### config.mk
export PLATFORM = sky130hd
export DESIGN_NAME = sorted_table_insert_update
export DESIGN_NICKNAME = d
export VERILOG_FILES = /design/src/rtl/core/stiu_pkg.sv /design/src/rtl/core/sorted_table_insert_update.sv /design/src/rtl/core/stiu_ram.sv /design/src/rtl/core/stiu_seq.sv
export SDC_FILE = /design/constraint.sdc
export NUM_CORES = 2
export LEC_CHECK = 0
export BUFFER_PORTS_ARGS = -buffer_cell sky130_fd_sc_hd__buf_4
export CORE_ASPECT_RATIO = 0.6
export CORE_MARGIN = 2
export CORE_UTILIZATION = 45
export DETAILED_ROUTE_END_ITERATION = 8
export PLACE_DENSITY_LB_ADDON = 0.08
export RECOVER_POWER = 50
export REMOVE_ABC_BUFFERS = 1
export SYNTH_ARGS = -nofsm -noshare
export SYNTH_HDL_FRONTEND = slang
export SYNTH_MEMORY_MAX_BITS = 65536
export SYNTH_SLANG_ARGS = --single-unit
export TNS_END_PERCENT = 1
### constraint.sdc
create_clock -name clk -period 6.09 [get_ports clk]
set_input_delay 0.609 -clock clk [delete_from_list [all_inputs] [get_ports clk]]
set_output_delay 0.609 -clock clk [all_outputs]
set_load 0.01 [all_outputs]
### src/rtl/core/stiu_pkg.sv
// ----------------------------------------------------------------------------
// stiu_pkg
// Shared types and constants for the sorted table insert/update block.
// ----------------------------------------------------------------------------
package stiu_pkg;

  localparam int TABLE_DEPTH_DEF = 64;
  localparam int KEY_W           = 32;
  localparam int TYPE_W          = 8;
  localparam int DATA_W          = 32;
  localparam int CAP_W           = 6;
  localparam int STATUS_W        = 2;
  localparam int COUNT_W         = 6;
  localparam int DEV_LSB         = 8;
  localparam logic [CAP_W-1:0] CAP_RESET = 6'd63;

  typedef enum logic [STATUS_W-1:0] {
    ST_UPDATED  = 2'd0,
    ST_APPENDED = 2'd1,
    ST_INSERTED = 2'd2,
    ST_REJECTED = 2'd3
  } status_t;

  typedef struct packed {
    logic [KEY_W-1:0]  key;
    logic [TYPE_W-1:0] tag;
    logic [DATA_W-1:0] data;
  } entry_t;

  localparam int ENTRY_W = KEY_W + TYPE_W + DATA_W;

endpackage

### src/rtl/core/sorted_table_insert_update.sv
// From the accepting edge to out_valid: a reject goes straight to the result stage, an update
// searches up to its slot, an append searches all entries in use and an insert also shifts
// the entries above its slot; a result held by out_ready low holds the block as well.
// Throughput: one word at a time, in_ready returns with out_valid; the single table
// RAM sets the rate, one read per slot searched, one read and one write per slot shifted.
// Reset: clears the entry count and sets capacity to 63; the RAM is not cleared.
// ----------------------------------------------------------------------------
// sorted_table_insert_update
// Table kept sorted by key bits 31:8 with add-or-update of one word at a time.
// ----------------------------------------------------------------------------
module sorted_table_insert_update #(
  parameter int TABLE_DEPTH = stiu_pkg::TABLE_DEPTH_DEF
) (
  input  logic                          clk,
  input  logic                          rst_n,
  input  logic                          cfg_we,
  input  logic [stiu_pkg::CAP_W-1:0]    cfg_wdata,
  input  logic                          in_valid,
  output logic                          in_ready,
  input  logic [stiu_pkg::KEY_W-1:0]    in_entry_key,
  input  logic [stiu_pkg::TYPE_W-1:0]   in_entry_type,
  input  logic [stiu_pkg::DATA_W-1:0]   in_entry_data,
  output logic                          out_valid,
  input  logic                          out_ready,
  output logic [stiu_pkg::STATUS_W-1:0] out_status,
  output logic [stiu_pkg::COUNT_W-1:0]  out_used_count
);
  import stiu_pkg::*;

  localparam int CW = $clog2(TABLE_DEPTH);

  logic [CAP_W-1:0]   capacity_r;
  logic               ram_we, ram_re;
  logic [CW-1:0]      ram_waddr, ram_raddr;
  logic [ENTRY_W-1:0] ram_wdata, ram_rdata;

  always_ff @(posedge clk) begin
    if (!rst_n) begin
      capacity_r <= CAP_RESET;
    end else if (cfg_we) begin
      capacity_r <= cfg_wdata;
    end
  end

  stiu_seq #(
    .TABLE_DEPTH (TABLE_DEPTH)
  ) u_seq (
    .clk            (clk),
    .rst_n          (rst_n),
    .capacity       (capacity_r),
    .in_valid       (in_valid),
    .in_ready       (in_ready),
    .in_entry_key   (in_entry_key),
    .in_entry_type  (in_entry_type),
    .in_entry_data  (in_entry_data),
    .out_valid      (out_valid),
    .out_ready      (out_ready),
    .out_status     (out_status),
    .out_used_count (out_used_count),
    .ram_we         (ram_we),
    .ram_waddr      (ram_waddr),
    .ram_wdata      (ram_wdata),
    .ram_re         (ram_re),
    .ram_raddr      (ram_raddr),
    .ram_rdata      (ram_rdata)
  );

  stiu_ram #(
    .WIDTH (ENTRY_W),
    .DEPTH (TABLE_DEPTH)
  ) u_ram (
    .clk   (clk),
    .we    (ram_we),
    .waddr (ram_waddr),
    .wdata (ram_wdata),
    .re    (ram_re),
    .raddr (ram_raddr),
    .rdata (ram_rdata)
  );

endmodule

### src/rtl/core/stiu_ram.sv
// ----------------------------------------------------------------------------
// stiu_ram
// Generic RAM: one write port, one read port, registered read data.
// ----------------------------------------------------------------------------
module stiu_ram #(
  parameter int WIDTH = 8,
  parameter int DEPTH = 64
) (
  input  logic                     clk,
  input  logic                     we,
  input  logic [$clog2(DEPTH)-1:0] waddr,
  input  logic [WIDTH-1:0]         wdata,
  input  logic                     re,
  input  logic [$clog2(DEPTH)-1:0] raddr,
  output logic [WIDTH-1:0]         rdata
);

  logic [WIDTH-1:0] mem [DEPTH];

  always_ff @(posedge clk) begin
    if (we) begin
      mem[waddr] <= wdata;
    end
    if (re) begin
      rdata <= mem[raddr];
    end
  end

endmodule

### src/rtl/core/stiu_seq.sv
// ----------------------------------------------------------------------------
// stiu_seq
// Sequencer: linear search with one shared compare, shift-up insertion
// through the table RAM, and the result register.
// ----------------------------------------------------------------------------
module stiu_seq #(
  parameter int TABLE_DEPTH = stiu_pkg::TABLE_DEPTH_DEF
) (
  input  logic                           clk,
  input  logic                           rst_n,
  input  logic [stiu_pkg::CAP_W-1:0]     capacity,
  input  logic                           in_valid,
  output logic                           in_ready,
  input  logic [stiu_pkg::KEY_W-1:0]     in_entry_key,
  input  logic [stiu_pkg::TYPE_W-1:0]    in_entry_type,
  input  logic [stiu_pkg::DATA_W-1:0]    in_entry_data,
  output logic                           out_valid,
  input  logic                           out_ready,
  output logic [stiu_pkg::STATUS_W-1:0]  out_status,
  output logic [stiu_pkg::COUNT_W-1:0]   out_used_count,
  output logic                           ram_we,
  output logic [$clog2(TABLE_DEPTH)-1:0] ram_waddr,
  output logic [stiu_pkg::ENTRY_W-1:0]   ram_wdata,
  output logic                           ram_re,
  output logic [$clog2(TABLE_DEPTH)-1:0] ram_raddr,
  input  logic [stiu_pkg::ENTRY_W-1:0]   ram_rdata
);
  import stiu_pkg::*;

  localparam int CW = $clog2(TABLE_DEPTH);
  localparam int LW = (CW > CAP_W) ? CW : CAP_W;

  typedef enum logic [2:0] {
    S_IDLE, S_SRCH_RD, S_SRCH_CMP, S_SHIFT_RD, S_SHIFT_WR, S_OUT
  } state_t;

  state_t              state_r, state_nxt;
  logic [KEY_W-1:0]    key_r, key_nxt;
  logic [TYPE_W-1:0]   type_r, type_nxt;
  logic [DATA_W-1:0]   data_r, data_nxt;
  logic [CW-1:0]       pos_r, pos_nxt;
  logic [CW-1:0]       j_r, j_nxt;
  logic [CW-1:0]       used_r, used_nxt;
  status_t             status_r, status_nxt;
  logic                out_valid_r, out_valid_nxt;
  status_t             out_status_r, out_status_nxt;
  logic [COUNT_W-1:0]  out_count_r, out_count_nxt;

  logic [LW-1:0]       cap_ext, dmax, limit, used_ext;
  logic                full;
  entry_t              rd_entry, item;
  logic [KEY_W-DEV_LSB-1:0] dev_slot, dev_item;
  logic                slot_lt, slot_eq;

  assign cap_ext  = LW'(capacity);
  assign dmax     = LW'(TABLE_DEPTH - 1);
  assign limit    = (cap_ext < dmax) ? cap_ext : dmax;
  assign used_ext = LW'(used_r);
  assign full     = (used_ext >= limit);

  assign rd_entry = entry_t'(ram_rdata);
  assign item     = '{key: key_r, tag: type_r, data: data_r};
  assign dev_slot = rd_entry.key[KEY_W-1:DEV_LSB];
  assign dev_item = key_r[KEY_W-1:DEV_LSB];
  assign slot_lt  = (dev_slot < dev_item);
  assign slot_eq  = (dev_slot == dev_item);

  assign in_ready       = (state_r == S_IDLE);
  assign out_valid      = out_valid_r;
  assign out_status     = out_status_r;
  assign out_used_count = out_count_r;

  always_comb begin
    state_nxt      = state_r;
    key_nxt        = key_r;
    type_nxt       = type_r;
    data_nxt       = data_r;
    pos_nxt        = pos_r;
    j_nxt          = j_r;
    used_nxt       = used_r;
    status_nxt     = status_r;
    out_valid_nxt  = out_valid_r && !out_ready;
    out_status_nxt = out_status_r;
    out_count_nxt  = out_count_r;
    ram_we         = 1'b0;
    ram_waddr      = pos_r;
    ram_wdata      = item;
    ram_re         = 1'b0;
    ram_raddr      = pos_r;
    case (state_r)
      S_IDLE: begin
        if (in_valid) begin
          key_nxt  = in_entry_key;
          type_nxt = in_entry_type;
          data_nxt = in_entry_data;
          pos_nxt  = '0;
          if (in_entry_key == '0 || full) begin
            status_nxt = ST_REJECTED;
            state_nxt  = S_OUT;
          end else begin
            state_nxt = S_SRCH_RD;
          end
        end
      end
      S_SRCH_RD: begin
        if (pos_r == used_r) begin
          ram_we     = 1'b1;
          used_nxt   = used_r + 1'b1;
          status_nxt = ST_APPENDED;
          state_nxt  = S_OUT;
        end else begin
          ram_re    = 1'b1;
          state_nxt = S_SRCH_CMP;
        end
      end
      S_SRCH_CMP: begin
        if (slot_lt) begin
          pos_nxt   = pos_r + 1'b1;
          state_nxt = S_SRCH_RD;
        end else if (slot_eq) begin
          ram_we     = 1'b1;
          status_nxt = ST_UPDATED;
          state_nxt  = S_OUT;
        end else begin
          j_nxt     = used_r;
          state_nxt = S_SHIFT_RD;
        end
      end
      S_SHIFT_RD: begin
        if (j_r == pos_r) begin
          ram_we     = 1'b1;
          used_nxt   = used_r + 1'b1;
          status_nxt = ST_INSERTED;
          state_nxt  = S_OUT;
        end else begin
          ram_re    = 1'b1;
          ram_raddr = j_r - 1'b1;
          state_nxt = S_SHIFT_WR;
        end
      end
      S_SHIFT_WR: begin
        ram_we    = 1'b1;
        ram_waddr = j_r;
        ram_wdata = ram_rdata;
        j_nxt     = j_r - 1'b1;
        state_nxt = S_SHIFT_RD;
      end
      S_OUT: begin
        if (!out_valid_r || out_ready) begin
          out_valid_nxt  = 1'b1;
          out_status_nxt = status_r;
          out_count_nxt  = COUNT_W'(used_r);
          state_nxt      = S_IDLE;
        end
      end
      default: begin
        state_nxt = S_IDLE;
      end
    endcase
  end

  always_ff @(posedge clk) begin
    if (!rst_n) begin
      state_r     <= S_IDLE;
      used_r      <= '0;
      out_valid_r <= 1'b0;
    end else begin
      state_r     <= state_nxt;
      used_r      <= used_nxt;
      out_valid_r <= out_valid_nxt;
    end
    key_r        <= key_nxt;
    type_r       <= type_nxt;
    data_r       <= data_nxt;
    pos_r        <= pos_nxt;
    j_r          <= j_nxt;
    status_r     <= status_nxt;
    out_status_r <= out_status_nxt;
    out_count_r  <= out_count_nxt;
  end

endmodule

# Word level (Yosys, flattened, before mapping)
# Memory sizes are Yosys's and may differ from the RTL's. A register that Yosys moved wholly into a read port is not among the register bits.
# Cells that the tools add are included.
[totals] regBits=110 ram_bits=4608 elab_cells=95 n_memories=1
[memory_table] memory="u_ram.mem" words=64 word_bits=72 rd=1 rd_clocked_by_memory_dff=1 write_ports=1 line_no="stiu_ram.sv:18" source="logic [WIDTH-1:0] mem [DEPTH];"
[classes] add_sub_neg=3 n_lt_le_gt_ge=3 n_eq_ne=17 muxes=41 n_reduce_logical=18
[ops] op="72-bit 2-to-1 mux" n=1
[ops] op="6-bit 2-to-1 mux" n=10
[ops] op="6-bit case mux with 2 select lines" n=3
[ops] op="32-bit zero test" n=1
[ops] op="24-bit == test" n=1
[ops] op="24-bit < comparator" n=1
[ops] op="3-bit 2-to-1 mux" n=6
[ops] op="3-bit case mux with 6 select lines" n=1
[ops] op="6-bit by 1-bit adder with 6-bit output (second input constant)" n=2
[ops] op="6-bit == test" n=2
[ops] op="2-bit 2-to-1 mux" n=6
[ops] op="2-bit by 1-bit != test with 1-bit output (second input constant)" n=6
[ops] op="1-bit 2-to-1 mux" n=11
[ops] op="3-bit AND reduction" n=3
[ops] op="2-bit case mux with 4 select lines" n=1
[ops] op="7-bit AND reduction" n=1
[ops] op="3-bit by 2-bit == test with 1-bit output (second input constant)" n=2
[ops] op="3-bit == test (second input constant)" n=2
[ops] op="6-bit >= comparator" n=1
[ops] op="6-bit < comparator (second input constant)" n=1
[ops] op="2-bit != test (second input constant)" n=3
[ops] op="2-bit AND reduction" n=3
[ops] op="2-bit nonzero test" n=3
[ops] op="6-bit by 1-bit subtractor with 6-bit output (second input constant)" n=1
[ops] op="other kinds (8)" n=10

# Depth between registers and ports, before layout
[depth] depth_word=7 ltp_mapped=15 mapped_depth_nobuf=11

# Modules after synthesis
# Synthesis repeated with hierarchy kept, for this count alone.
[unflattened] cells_unflattened=7803 area_unflattened_um2=181781.8
[by_module_without_submodules] module="stiu_ram" instances=1 cells_per_inst=7305 area_each_um2=175935.0 seq_area_each_um2=140534.8
[by_module_without_submodules] module="stiu_seq" instances=1 cells_per_inst=479 area_each_um2=5632.9 seq_area_each_um2=3022.9
[by_module_without_submodules] module="sorted_table_insert_update" instances=1 cells_per_inst=19 area_each_um2=214.0 seq_area_each_um2=120.1

# Least setup slack after synthesis
# OpenSTA, ideal clock, no wires.
[synth_timing] kind="reg2reg" startpoint="register u_seq.state_r[0]" endpoint="memory u_ram.mem[0][49] (netlist bit) (data pin)" t_arrival_ns=3.909 required_ns=5.388 slack_ns=1.479 path_stages_with_launch=8 synth_period_minus_slack_ns=4.611 cell_sequence="dfxtp_1 -> nor2_1 -> and2_1 -> clkbuf_1 -> clkbuf_1 -> buf_1 -> clkbuf_1 -> o21ai_0"
[synth_between] elab_chain_len=2
[synth_lines] element="from (decl)" line_no="stiu_seq.sv:37" source="state_t state_r, state_nxt;"
[synth_lines] element="from (signal assigned)" line_no="stiu_seq.sv:168" source="state_r <= state_nxt;"
[synth_lines] element="3-bit == test" line_no="stiu_seq.sv:90" source="case (state_r)"
[synth_lines] element="72-bit 2-to-1 mux" line_no="stiu_seq.sv:90"
[synth_lines] element="named net ram_wdata[49]" line_no="sorted_table_insert_update.sv:35" source="logic [ENTRY_W-1:0] ram_wdata, ram_rdata;"
[synth_lines] element="to (decl)" line_no="stiu_ram.sv:18"
# The timed path passes the listed nets, and every way through them passes these cells.

# Worst setup path after layout
[layout_timing] startpoint="register u_seq.state_r[0]" endpoint="memory u_ram.mem[56][69] (netlist bit) (data pin)"
# Same word-level chain as after synthesis.

==> flow_summary.ini <==
[synthesis]
synth_top_area_cell = edfxtp_1
yosys.area_share.xor_xnor_pct = 0.338
synth_simple_gate_area_share_pct = 12.7
yosysUniqueCellTypes = 63
synth_compound_area_share_pct = 6.27
avgSynthCellArea_um2 = 13.6
yosysWarnings = 0
syn_inst = 4747
synth.area.top_cells = edfxtp_1 (75%), nand2_1 (6.7%), nand3_1 (3.6%)
syn_area_um2 = 64700
synth_top_area_share_pct = 74.5
synth_top_family_by_area = simple AND/OR/NAND/NOR gates
synth_adder_area_share_pct = 0.638
async_flop_share_pct = 0
synth.area.mux_share_pct = 2.85
synth.most_common_cell = edfxtp_1
synth-seq-cells = 1622
synth-main-ff-cell = edfxtp_1
synth-edff-count = 1606
synth_top_cells_by_count = edfxtp_1 (1606), nand2_1 (1147), nand3_1 (469)
synth-seq-area-share_pct = 75.0

[cells_and_area]
fill_cells = 12100
fin_nets = 5019
syn_to_final_growth_pct = 13.1
drive_gt1_share_pct = 10.7

[timing]
hold_violations = 0
relSlewSlack_pct = -165
post-route-min-period_ns = 5.35
finalSetupViolations = 0
fin_skew_ns = 0.0293
timing.final.crit_share_pct = 87.9
rsz0062_at_grt = no
slew_violations = 924
max_freq_mhz = 187
tightest_slew_ns = 3.93
setup_ws_ns = 0.739

[critical_path]
cp.required_ns = 6.26
crit_fanout = 48
slowest_stage = clkbuf_1
worstSetupPathType = reg2reg
critPathLaunchType = register
worstPathCellList = nor2_1, and2_4, o21ai_0, clkbuf_1
reg2reg_depth = 4
crit_path_end_kind = register
worst_ep_arrival_time_ns = 5.53
slowest_delay_ns = 2.02

[route]
vias_per_cell = 5.88
drt_iter0_markers = 5528
wirelength_um = 201000
final_antenna_net_count = 0
num_vias = 40700
route.detailed.drc = 0
wl_per_cell_um = 29.0
first_pass_iters = 5

[placement]
place_hpwl_um = 117000
gp_congestion = 0.913
portBuffers = 52
preCtsSetupSlack_ns = 1.05

[global_route]
grt_pass1_vias = 36900
antenna_found_initial = 15
grt_max_degree = 133
grt_pass1_wl_um = 283000
grt_remaining_overflow = 0
grt.total_usage_pct = 27.0

[floorplan]
die_x_um = 494
die_h_um = 298
ios = 93
dieArea_um2 = 147000
core_area_um2 = 142000
rows = 107
start_util_pct = 45.5

[clocking]
cts_sinks = 1622
cts-htree-levels = 4
clk_path_buf_depth = 3
clock_latency_ns = 0.78
cts_tree = built
cts_made_buffers = 150
cts.clk_slew.worst_paths_ns = 0.07
root_buffer = clkbuf_16
post_cts_resized = 0

[power_and_ir_drop]
power_density_nw_per_um2 = 364
power.total_mw = 26.7
vdd_drop_max_mv = 0.246
p_leak_nw = 24.9

[hold_path]
hold_class = in2reg
whs_path_depth = 3

[flow_run]
maxCapViolCount = 26

[run_status]
violations = capacitance limit, slew limit
status = finished, violations left
[layer usage]
layer	GRT usage, %	vias to the layer above	part of all wire, %
met5	0	-	0.0065
met4	5.58	2	1.6
met3	6.26	220	10
met2	36.0	1867	41
met1	44.1	20600	47
li1	-	18100	-
[logic make-up (layout without fill, tap and decap cells)]
kind of cell,after synthesis,count (layout)
and+or+nand+nor,1906,1906
adders and majority gates,33,33
DFF,1622,1622
other,0,3
buffers and inverters,338,613
AOI/OAI and AO/OA,640,640
muxes,183,183
xor gates and xnor gates,25,25
[what timing repair did]
item | CTS | global route
endpoints found under the hold margin | 17 | 0
hold buffers | 17 | 0
setup buffers | 0 | 0
endpoints found under the setup margin | 0 | 0
[power breakdown]
group	switching [mW]	internal (mW)	total, mW	leakage (nW)
combinational	3.58	1.29	4.87	8.05
clock	4.16	4.93	9.09	2.24
sequential	0.0812	12.6	12.7	14.6
total	7.82	18.8	26.7	24.9
[final timing paths]
path              slack, ns         startpoint             endpoint
hold reg to reg        0.49  u_seq.status_r[0]  u_seq.out_status[0]
setup / recovery       0.74   u_seq.state_r[0]    u_ram.mem[56][69]
setup reg to reg       0.74   u_seq.state_r[0]    u_ram.mem[56][69]
hold / removal         0.05       cfg_wdata[3]        capacity_r[3]
[stage by stage]
stage	std cells	utilization (%)	TNS [ns]	instance area [um2]	hold slack [ns]
finish	6932	51.4	0	73200	0.0516
global route	6931	51.4	0	73200	0.0526
CTS	6929	51.7	0	73600	0.00186
detailed placement	6641	48.4	0	68900	0.466
global placement	6641	48.4	0	68900	0.473
floorplan	4448	-	-131.93	63500	0.400
[area by class of cell]
cell class | count | area [um2] | share of cell area [%]
Clock buffer | 206 | 4130 | 5.65
Sequential cell | 1622 | 48500 | 66.3
Clock inverter | 65 | 459 | 0.627
Timing Repair Buffer | 303 | 2300 | 3.14
Multi-Input combinational cell | 2787 | 15200 | 20.8
Inverter | 39 | 146 | 0.200
Antenna cell | 3 | 7.51 | 0.0103
Tap cell | 1907 | 2390 | 3.26
[critical path, delay by kind of cell (launching register included)]
kind	cells	cell delay, ns
compound gates	1	1.51
buf+inv	1	2.02
flops	1	0.65
simple gates	2	0.47
[flip-flops by register name (all words and copies together), names as in the netlist]
signal,flops
u_seq.pos_r,6
capacity_r,6
u_seq.out_status,2
u_ram.rdata,24
u_seq.out_valid,1
u_seq.status_r,2
u_seq.used_ext,6
u_seq.j_r,6
u_seq.out_used_count,6
u_seq.key_r,24
u_ram.mem,1536
u_seq.state_r,3
[placed cells by master, fill, tap and decap left out, drive strengths merged, types with 5 or more instances in the layout]
cell	n
a211oi	62
dlygate4sd3	17
inv	43
o21ai	49
a21o	12
a2111oi	24
buf	222
o22ai	36
nor3	75
mux2i	181
o21a	7
xor2	9
nand4	11
nand3	472
a22o	18
a32oi	63
nor2	67
a31oi	42
nor4	57
nand2b	5
a32o	6
edfxtp	1606
and2	10
nand2	1148
clkbuf	270
a21oi	282
nor2b	6
clkinv	55
o211ai	5
xnor2	16
a22oi	16
and3	43
ha	33
dfxtp	16
(Power assumes the default switching activity.)
